[src/rtl/four_channel_trigger_pulse_control_defines.svh]
`ifndef FOUR_CHANNEL_TRIGGER_PULSE_CONTROL_DEFINES_SVH
`define FOUR_CHANNEL_TRIGGER_PULSE_CONTROL_DEFINES_SVH

// same-cycle implication, reset disables
`define FCTP_ASSERT_NOW(label, ante, cons, msg) \
  label: assert property (@(posedge clk) disable iff (!rst_n) (ante) |-> (cons)) \
    else $error(msg);

// next-cycle implication, reset disables
`define FCTP_ASSERT_NEXT(label, ante, cons, msg) \
  label: assert property (@(posedge clk) disable iff (!rst_n) (ante) |=> (cons)) \
    else $error(msg);

`endif

[src/rtl/fctp_pkg.sv]
`default_nettype none

package fctp_pkg;

  localparam int CHANNELS_DEF   = 4;
  localparam int NUM_WIDTH_REGS = 4;
  localparam int NUM_REGS       = 1 + NUM_WIDTH_REGS;
  localparam int CMD_W          = 2;
  localparam int CH_W           = 2;
  localparam int MODE_W         = 2;
  localparam int WIDTH_W        = 10;
  localparam int FLAGS_W        = 4;
  localparam int TIME_W         = 32;
  localparam int MS_PER_UNIT    = 100;
  localparam int UNIT_W         = 7;
  localparam int LIMIT_W        = WIDTH_W + UNIT_W;
  localparam int CFG_DW         = 32;
  localparam int CFG_AW         = 5;
  localparam int REG_IDX_W      = CFG_AW - 2;

  localparam logic [REG_IDX_W-1:0] REG_OP_MODE   = 3'd0;
  localparam logic [REG_IDX_W-1:0] REG_WIDTH_CH0 = 3'd1;

  typedef enum logic [CMD_W-1:0] {
    CMD_TICK    = 2'd0,
    CMD_TRIGGER = 2'd1,
    CMD_REINIT  = 2'd2
  } cmd_t;

  typedef enum logic [MODE_W-1:0] {
    MODE_ALL_ON = 2'd0,
    MODE_LEVEL  = 2'd1,
    MODE_PULSE  = 2'd2
  } op_mode_t;

  typedef struct packed {
    logic [CMD_W-1:0] command;
    logic [CH_W-1:0]  channel;
    logic             level;
  } in_item_t;

  typedef struct packed {
    logic [FLAGS_W-1:0] led_enable;
    logic [FLAGS_W-1:0] pulse_busy;
  } out_item_t;

  typedef struct packed {
    logic [MODE_W-1:0]                      op_mode;
    logic [NUM_WIDTH_REGS-1:0][WIDTH_W-1:0] width;
  } cfg_regs_t;

endpackage

`default_nettype wire

[src/rtl/four_channel_trigger_pulse_control.sv]
// Channel | Direction | Handshake        | Payload
// in_     | input     | valid / stall    | in_item_t: command, channel, level
// out_    | output    | valid / stall    | out_item_t: led_enable, pulse_busy
// cfg_    | input     | APB write / read | op_mode, width_ch0..width_ch3
//
// Each transaction passes from input to result through the input register, then
// state update and result register in the same edge. One transaction per cycle
// unless the result stalls. The per-channel expiry compare is a wrapping subtract
// against width * 100. Synchronous active-low reset clears control state and flags.
// A stalled result holds; the input register holds behind it, then in_stall rises.
`default_nettype none

`include "four_channel_trigger_pulse_control_defines.svh"

module four_channel_trigger_pulse_control
  import fctp_pkg::*;
#(
  parameter int CHANNELS = CHANNELS_DEF
) (
  input  wire logic              clk,
  input  wire logic              rst_n,
  input  wire logic              in_valid,
  output logic                   in_stall,
  input  wire in_item_t          in_data,
  output logic                   out_valid,
  input  wire logic              out_stall,
  output out_item_t              out_data,
  input  wire logic              cfg_psel,
  input  wire logic              cfg_penable,
  input  wire logic              cfg_pwrite,
  input  wire logic [CFG_AW-1:0] cfg_paddr,
  input  wire logic [CFG_DW-1:0] cfg_pwdata,
  output logic      [CFG_DW-1:0] cfg_prdata,
  output logic                   cfg_pready
);

  localparam logic [CHANNELS-1:0] ALL_MASK = '1;

  cfg_regs_t                         regs;
  op_mode_t                          mode;
  cmd_t                              cmd;

  logic                              in_valid_r;
  in_item_t                          in_r;
  logic                              out_valid_r;
  out_item_t                         out_r;
  out_item_t                         out_nxt;
  logic                              proc_fire;

  logic [TIME_W-1:0]                 now_r;
  logic [TIME_W-1:0]                 now_nxt;
  logic [TIME_W-1:0]                 now_inc;
  logic [CHANNELS-1:0][TIME_W-1:0]   start_r;
  logic [CHANNELS-1:0][TIME_W-1:0]   start_nxt;
  logic [CHANNELS-1:0]               busy_r;
  logic [CHANNELS-1:0]               busy_nxt;
  logic [CHANNELS-1:0]               enable_r;
  logic [CHANNELS-1:0]               enable_nxt;
  logic                              done_r;
  logic                              done_nxt;

  logic [CHANNELS-1:0][WIDTH_W-1:0]  chan_width;
  logic [CHANNELS-1:0]               expired;
  logic [CHANNELS-1:0]               ch_hit;
  logic [FLAGS_W-1:0]                out_all;

  fctp_regs u_regs (
    .clk         (clk),
    .rst_n       (rst_n),
    .cfg_psel    (cfg_psel),
    .cfg_penable (cfg_penable),
    .cfg_pwrite  (cfg_pwrite),
    .cfg_paddr   (cfg_paddr),
    .cfg_pwdata  (cfg_pwdata),
    .cfg_prdata  (cfg_prdata),
    .cfg_pready  (cfg_pready),
    .regs        (regs)
  );

  assign mode      = op_mode_t'(regs.op_mode);
  assign cmd       = cmd_t'(in_r.command);
  assign proc_fire = in_valid_r && (!out_valid_r || !out_stall);
  assign in_stall  = in_valid_r && !proc_fire;
  assign out_valid = out_valid_r;
  assign out_data  = out_r;
  assign now_inc   = now_r + TIME_W'(1);

  for (genvar c = 0; c < CHANNELS; c++) begin : g_chan
    logic [LIMIT_W-1:0] limit;
    logic [TIME_W-1:0]  elapsed;
    if (c < NUM_WIDTH_REGS) begin : g_cfg
      assign chan_width[c] = regs.width[c];
    end else begin : g_zero
      assign chan_width[c] = '0;
    end
    assign limit      = LIMIT_W'(chan_width[c]) * LIMIT_W'(MS_PER_UNIT);
    assign elapsed    = now_inc - start_r[c];
    assign expired[c] = (chan_width[c] == '0) || (elapsed >= TIME_W'(limit));
    assign ch_hit[c]  = (int'(in_r.channel) == c);
  end

  always_comb begin
    enable_nxt = enable_r;
    busy_nxt   = busy_r;
    done_nxt   = done_r;
    now_nxt    = now_r;
    start_nxt  = start_r;
    case (cmd)
      CMD_TICK: begin
        now_nxt = now_inc;
        case (mode)
          MODE_ALL_ON: begin
            if (!done_r) begin
              enable_nxt = ALL_MASK;
              busy_nxt   = '0;
              done_nxt   = 1'b1;
            end
          end
          MODE_LEVEL: begin
            done_nxt = 1'b0;
          end
          MODE_PULSE: begin
            for (int c = 0; c < CHANNELS; c++) begin
              if (busy_r[c] && expired[c]) begin
                enable_nxt[c] = 1'b0;
                busy_nxt[c]   = 1'b0;
              end
            end
            done_nxt = 1'b0;
          end
          default: begin
          end
        endcase
      end
      CMD_TRIGGER: begin
        for (int c = 0; c < CHANNELS; c++) begin
          if (ch_hit[c]) begin
            case (mode)
              MODE_LEVEL: begin
                enable_nxt[c] = in_r.level;
              end
              MODE_PULSE: begin
                if (in_r.level && !busy_r[c] && (chan_width[c] != '0)) begin
                  enable_nxt[c] = 1'b1;
                  busy_nxt[c]   = 1'b1;
                  start_nxt[c]  = now_r;
                end
              end
              default: begin
              end
            endcase
          end
        end
      end
      CMD_REINIT: begin
        case (mode)
          MODE_LEVEL: busy_nxt = '0;
          MODE_PULSE: busy_nxt = ALL_MASK;
          default: begin
          end
        endcase
      end
      default: begin
      end
    endcase
  end

  always_comb begin
    out_nxt = '0;
    out_all = '0;
    for (int b = 0; b < FLAGS_W; b++) begin
      if (b < CHANNELS) begin
        out_nxt.led_enable[b] = enable_nxt[b];
        out_nxt.pulse_busy[b] = busy_nxt[b];
        out_all[b]            = 1'b1;
      end
    end
  end

  always_ff @(posedge clk) begin
    if (!rst_n) begin
      in_valid_r  <= 1'b0;
      out_valid_r <= 1'b0;
      now_r       <= '0;
      start_r     <= '0;
      busy_r      <= '0;
      enable_r    <= '0;
      done_r      <= 1'b0;
    end else begin
      if (in_valid && !in_stall) begin
        in_valid_r <= 1'b1;
      end else if (proc_fire) begin
        in_valid_r <= 1'b0;
      end
      if (proc_fire) begin
        out_valid_r <= 1'b1;
        now_r       <= now_nxt;
        start_r     <= start_nxt;
        busy_r      <= busy_nxt;
        enable_r    <= enable_nxt;
        done_r      <= done_nxt;
      end else if (!out_stall) begin
        out_valid_r <= 1'b0;
      end
    end
  end

  always_ff @(posedge clk) begin
    if (in_valid && !in_stall) begin
      in_r <= in_data;
    end
    if (proc_fire) begin
      out_r <= out_nxt;
    end
  end

  `FCTP_ASSERT_NEXT(a_no_bubble, in_valid_r && !out_valid_r, out_valid_r,
                    "pending transaction not moved to result register")
  `FCTP_ASSERT_NEXT(a_tick_advances, proc_fire && (cmd == CMD_TICK),
                    now_r == $past(now_r) + TIME_W'(1), "tick did not advance time by one")
  `FCTP_ASSERT_NEXT(a_always_on,
                    proc_fire && (cmd == CMD_TICK) && (mode == MODE_ALL_ON) && !done_r,
                    out_valid_r && (out_r.led_enable == out_all) && (out_r.pulse_busy == '0),
                    "always-on tick did not enable all channels")

endmodule

`default_nettype wire

[src/rtl/fctp_regs.sv]
`default_nettype none

module fctp_regs
  import fctp_pkg::*;
(
  input  wire logic              clk,
  input  wire logic              rst_n,
  input  wire logic              cfg_psel,
  input  wire logic              cfg_penable,
  input  wire logic              cfg_pwrite,
  input  wire logic [CFG_AW-1:0] cfg_paddr,
  input  wire logic [CFG_DW-1:0] cfg_pwdata,
  output logic      [CFG_DW-1:0] cfg_prdata,
  output logic                   cfg_pready,
  output cfg_regs_t              regs
);

  cfg_regs_t             regs_r;
  cfg_regs_t             regs_nxt;
  logic [REG_IDX_W-1:0]  idx;
  logic                  wr_en;

  assign cfg_pready = 1'b1;
  assign idx        = cfg_paddr[CFG_AW-1:2];
  assign wr_en      = cfg_psel && cfg_penable && cfg_pwrite && cfg_pready;
  assign regs       = regs_r;

  always_comb begin
    regs_nxt = regs_r;
    if (wr_en) begin
      if (idx == REG_OP_MODE) begin
        regs_nxt.op_mode = cfg_pwdata[MODE_W-1:0];
      end
      for (int i = 0; i < NUM_WIDTH_REGS; i++) begin
        if (idx == REG_WIDTH_CH0 + REG_IDX_W'(i)) begin
          regs_nxt.width[i] = cfg_pwdata[WIDTH_W-1:0];
        end
      end
    end
  end

  always_comb begin
    cfg_prdata = '0;
    if (idx == REG_OP_MODE) begin
      cfg_prdata = CFG_DW'(regs_r.op_mode);
    end
    for (int i = 0; i < NUM_WIDTH_REGS; i++) begin
      if (idx == REG_WIDTH_CH0 + REG_IDX_W'(i)) begin
        cfg_prdata = CFG_DW'(regs_r.width[i]);
      end
    end
  end

  always_ff @(posedge clk) begin
    if (!rst_n) begin
      regs_r <= '0;
    end else begin
      regs_r <= regs_nxt;
    end
  end

endmodule

`default_nettype wire
[config.mk]
export PLATFORM = sky130hd
export DESIGN_NAME = four_channel_trigger_pulse_control
export DESIGN_NICKNAME = d
export VERILOG_FILES = /design/src/rtl/fctp_pkg.sv /design/src/rtl/four_channel_trigger_pulse_control.sv /design/src/rtl/fctp_regs.sv
export VERILOG_INCLUDE_DIRS = /design/src /design/src/rtl
export SDC_FILE = /design/constraint.sdc
export NUM_CORES = 1
export LEC_CHECK = 0
export ABC_AREA = 1
export BUFFER_PORTS_ARGS = -buffer_cell sky130_fd_sc_hd__buf_2
export CAP_MARGIN = 10
export CORE_UTILIZATION = 58
export CTS_CLUSTER_SIZE = 24
export DETAILED_ROUTE_END_ITERATION = 7
export GPL_TIMING_DRIVEN = 0
export HOLD_SLACK_MARGIN = 0.08
export PLACE_DENSITY = 0.75
export SYNTH_ARGS = -nofsm -noshare
export SYNTH_HDL_FRONTEND = slang
export SYNTH_SLANG_ARGS = --single-unit
[constraint.sdc]
create_clock -name clk -period 5.75 [get_ports clk]
set_input_delay 1.15 -clock clk [delete_from_list [all_inputs] [get_ports clk]]
set_output_delay 1.15 -clock clk [all_outputs]
set_load 0.05 [all_outputs]
==> impl_results.md <==
* Worst slew margin at 11.4%
* First-pass GRT wire length at 119,000 µm
* Setup bufs post-CTS at 0
* Synth top area share at 18.1%
* Ys async rst share at 0%
* Num ports at 92
* Slew @ Worst Pin at 1.32 ns
* Chip width at 206 µm
* HPWL after DPL at 62,600 µm
* Status: finished clean
* # H-tree levels at 1
* Die area at 42,300 µm²
* Vias in the first global route at 21,439
* Setup crit start kind: flop
* Minimum clock period at 5.59 ns
* Final wirelength at 77,900 µm
* Drt drc at 0
* Die height at 206 µm
* Pwr Density at 200 nW/µm²
* Worst path bufs/invs at 1
* Drt pass-1 iters at 7
* Synth Warn # at 0
* Clock Latency Late Sink at 0.54 ns
* Post-synthesis simple-gate area fraction at 27.4%
* Synth unique cells at 51
* Ys flop type: dfxtp_1
* Routed vias at 24,185
* Critical path depth at 30
* Core Box Area at 40,800 µm²
* Slowest CP cell: xor2_1
* Cell with the most instances after synthesis: nand2_1
* Routability Congestion at 1.01
* CP endpoint kind: flop
* Clock transition at path regs at 0.06 ns
* Final Skew at 0.0165 ns
* Antenna-violating nets left at 0
* Xor-xnor portion of the synthesized cell area at 4.81%
* Hold buffers post-CTS at 0
* Commonest cells in the netlist: nand2_1 (973), inv_1 (722), a21oi_1 (387)
* Yosys reg bits at 226
* Clock Root Buffer: clkbuf_16
* Data arrival, critical path at 6.08 ns
* Hold depth at 2
* Period utilisation layout at 97.3%
* Min-delay worst type: flop to flop
* N_diodes at 0
* Critical Path RT at 6.23 ns
* CP top delay family: simple AND/OR/NAND/NOR gates
* GRT Util Overall at 36.7%
* F_max at 0.179 GHz
* Multiplexer share of the synthesized area at 0%
* TritonCTS Buffers at 23
* Synth Area in Adders at 20.1%
* Final Hold Viols at 0
* CP max FO at 7
* Max Transition Viols Final at 0
* Layout cells sized above 1 at 4.27%
* Num rows at 74
* Final setup vio count at 0
* Synth Area in Compound Gates at 14.9%
* Initial core utilization at 58.9%
* Antenna violations before repair at 0
* DR iter-0 viols at 2,655
* Pin count of the biggest net entering global routing at 18
* Yosys top cell by area: ha_1
* Synth top area cells: ha_1 (18%), dfxtp_1 (18%), nand2_1 (15%), inv_1 (11%), a21oi_1 (8.1%)
* Reg2Reg Depth at 30
* Number of synthesized flops with an enable pin at 13
* Area growth syn-to-layout at 7.26%
* IO Port Bufs at 43
* Max-Cap Viols at 0
* Critical Path Most Common Cell: nand2_1
* Vias/cell at 5.41
* CTS tree: built
* Post-Syn Area at 24,100 µm²
* Util after Layout at 63.2%
* WL per Instance at 17.4 µm
* Post-Layout Inst Area at 25,800 µm²
* Avg Inst Size Synth at 6.28 µm²
* WHS at 0.460 ns
* Clock Sinks at 226
* Final global-route overflow total at 0
* Leak Pwr at 0.0143 µW
* Peak supply drop at 0.000180 V
* RSZ-0062 raised after global routing: false
* Kind of critical path: flop to flop
* Fillers at 4,044
* Main combinational cell family by area after synthesis: simple AND/OR/NAND/NOR gates
* Crit path largest cell delay at 0.86 ns
* Sequential fraction of the synthesis area at 19.3%
* Layout net count at 4,343
* Dpl cell area at 25,000 µm²
* Register area at 4660 µm²
* Clock Tree Buf Depth at 3
* Cell count after synthesis at 3,833
* Footprint of the multi-input gates at 16,300 µm²
report_power, final:
group / internal, µW / total, µW / switching [µW]
clock network: 844 / 1500 / 655
logic: 676 / 2030 / 1350
registers: 1600 / 1630 / 26.7
total: 3120 / 5160 / 2030
cells in the final DEF, fill, tap and decap left out, types with 13 or more instances in the layout:
master,count
nand2_1,973
inv_1,722
a21oi_1,387
ha_1,348
nor2_1,312
o21ai_0,243
dfxtp_1,211
nand3_1,156
xor2_1,95
clkbuf_1,70
buf_2,50
nand4_1,41
nor3_1,36
xnor2_1,30
buf_4,27
fa_1,24
conb_1,23
clkbuf_16,23
o21bai_1,21
nand3b_1,18
edfxtp_1,13
flip-flops by register name, summed over array words and instances, names as in the netlist:
| register | count |
|---|---|
| enable_r | 4 |
| start_r | 128 |
| u_regs.regs | 42 |
| out_data | 8 |
| in_valid_r | 1 |
| busy_r | 4 |
| out_valid | 1 |
| in_r | 3 |
| cmd | 2 |
| now_r | 32 |
| done_r | 1 |
worst register-to-register path: cells and delay by family (launching register included):
| kind | cells | cell delay, ns |
|---|---|---|
| xor+xnor | 2 | 1.33 |
| compound gates | 1 | 0.27 |
| flops | 1 | 0.67 |
| fa+ha+maj | 2 | 0.78 |
| buf+inv | 1 | 0.04 |
| simple gates | 24 | 2.47 |
cell families after synthesis:
logic type | after synthesis
AOI/OAI and AO/OA | 691
xor gates and xnor gates | 132
adders and majority gates | 372
buffers and inverters | 830
DFF | 226
other | 2
and+or+nand+nor | 1580
layer usage:
layer,track usage (%),share of wire (%),routed length [µm]
met3,3.42,8.7,6810
met2,57.1,43,33400
met5,0,0,0
met1,51.8,44,34400
met4,15.0,4.3,3310
area by class of cell:
| type | instances | share of cell area (%) |
|---|---|---|
| buffer | 98 | 1.85 |
| clock buffer | 32 | 2.40 |
| clock inverter | 9 | 0.393 |
| inverter | 732 | 10.6 |
| multi-input combinational | 2798 | 63.2 |
| sequential | 226 | 18.1 |
| tap | 532 | 2.58 |
| timing repair buffer | 43 | 0.834 |
what timing repair did:
item                       4_1_cts  5_1_grt
gates resized for setup          5        7
setup endpoints to repair        8       12
pin swaps                        0        0
through the flow:
step | setup TNS (ns) | instances | setup WS, ns | total power, µW
after floorplan | 0 | 3854 | 1.50 | 3150
final | 0 | 4470 | 0.157 | 5160
after detailed placement | -1.02 | 4429 | -0.183 | 3640
after CTS | 0 | 4470 | 0.142 | 5110
after global routing | 0 | 4470 | 0.0907 | 5470
after global placement | -0.920 | 4429 | -0.203 | 3620
path summary, 6_finish.rpt:
check / from / end / slack, ns
hold reg to reg: start_r[17] / start_r[17] / 0.46
setup / recovery: now_r[5] / enable_r[3] / 0.16
hold / removal: start_r[17] / start_r[17] / 0.46
setup reg to reg: now_r[5] / enable_r[3] / 0.16
No activity file was read; power rests on OpenSTA's default activity.
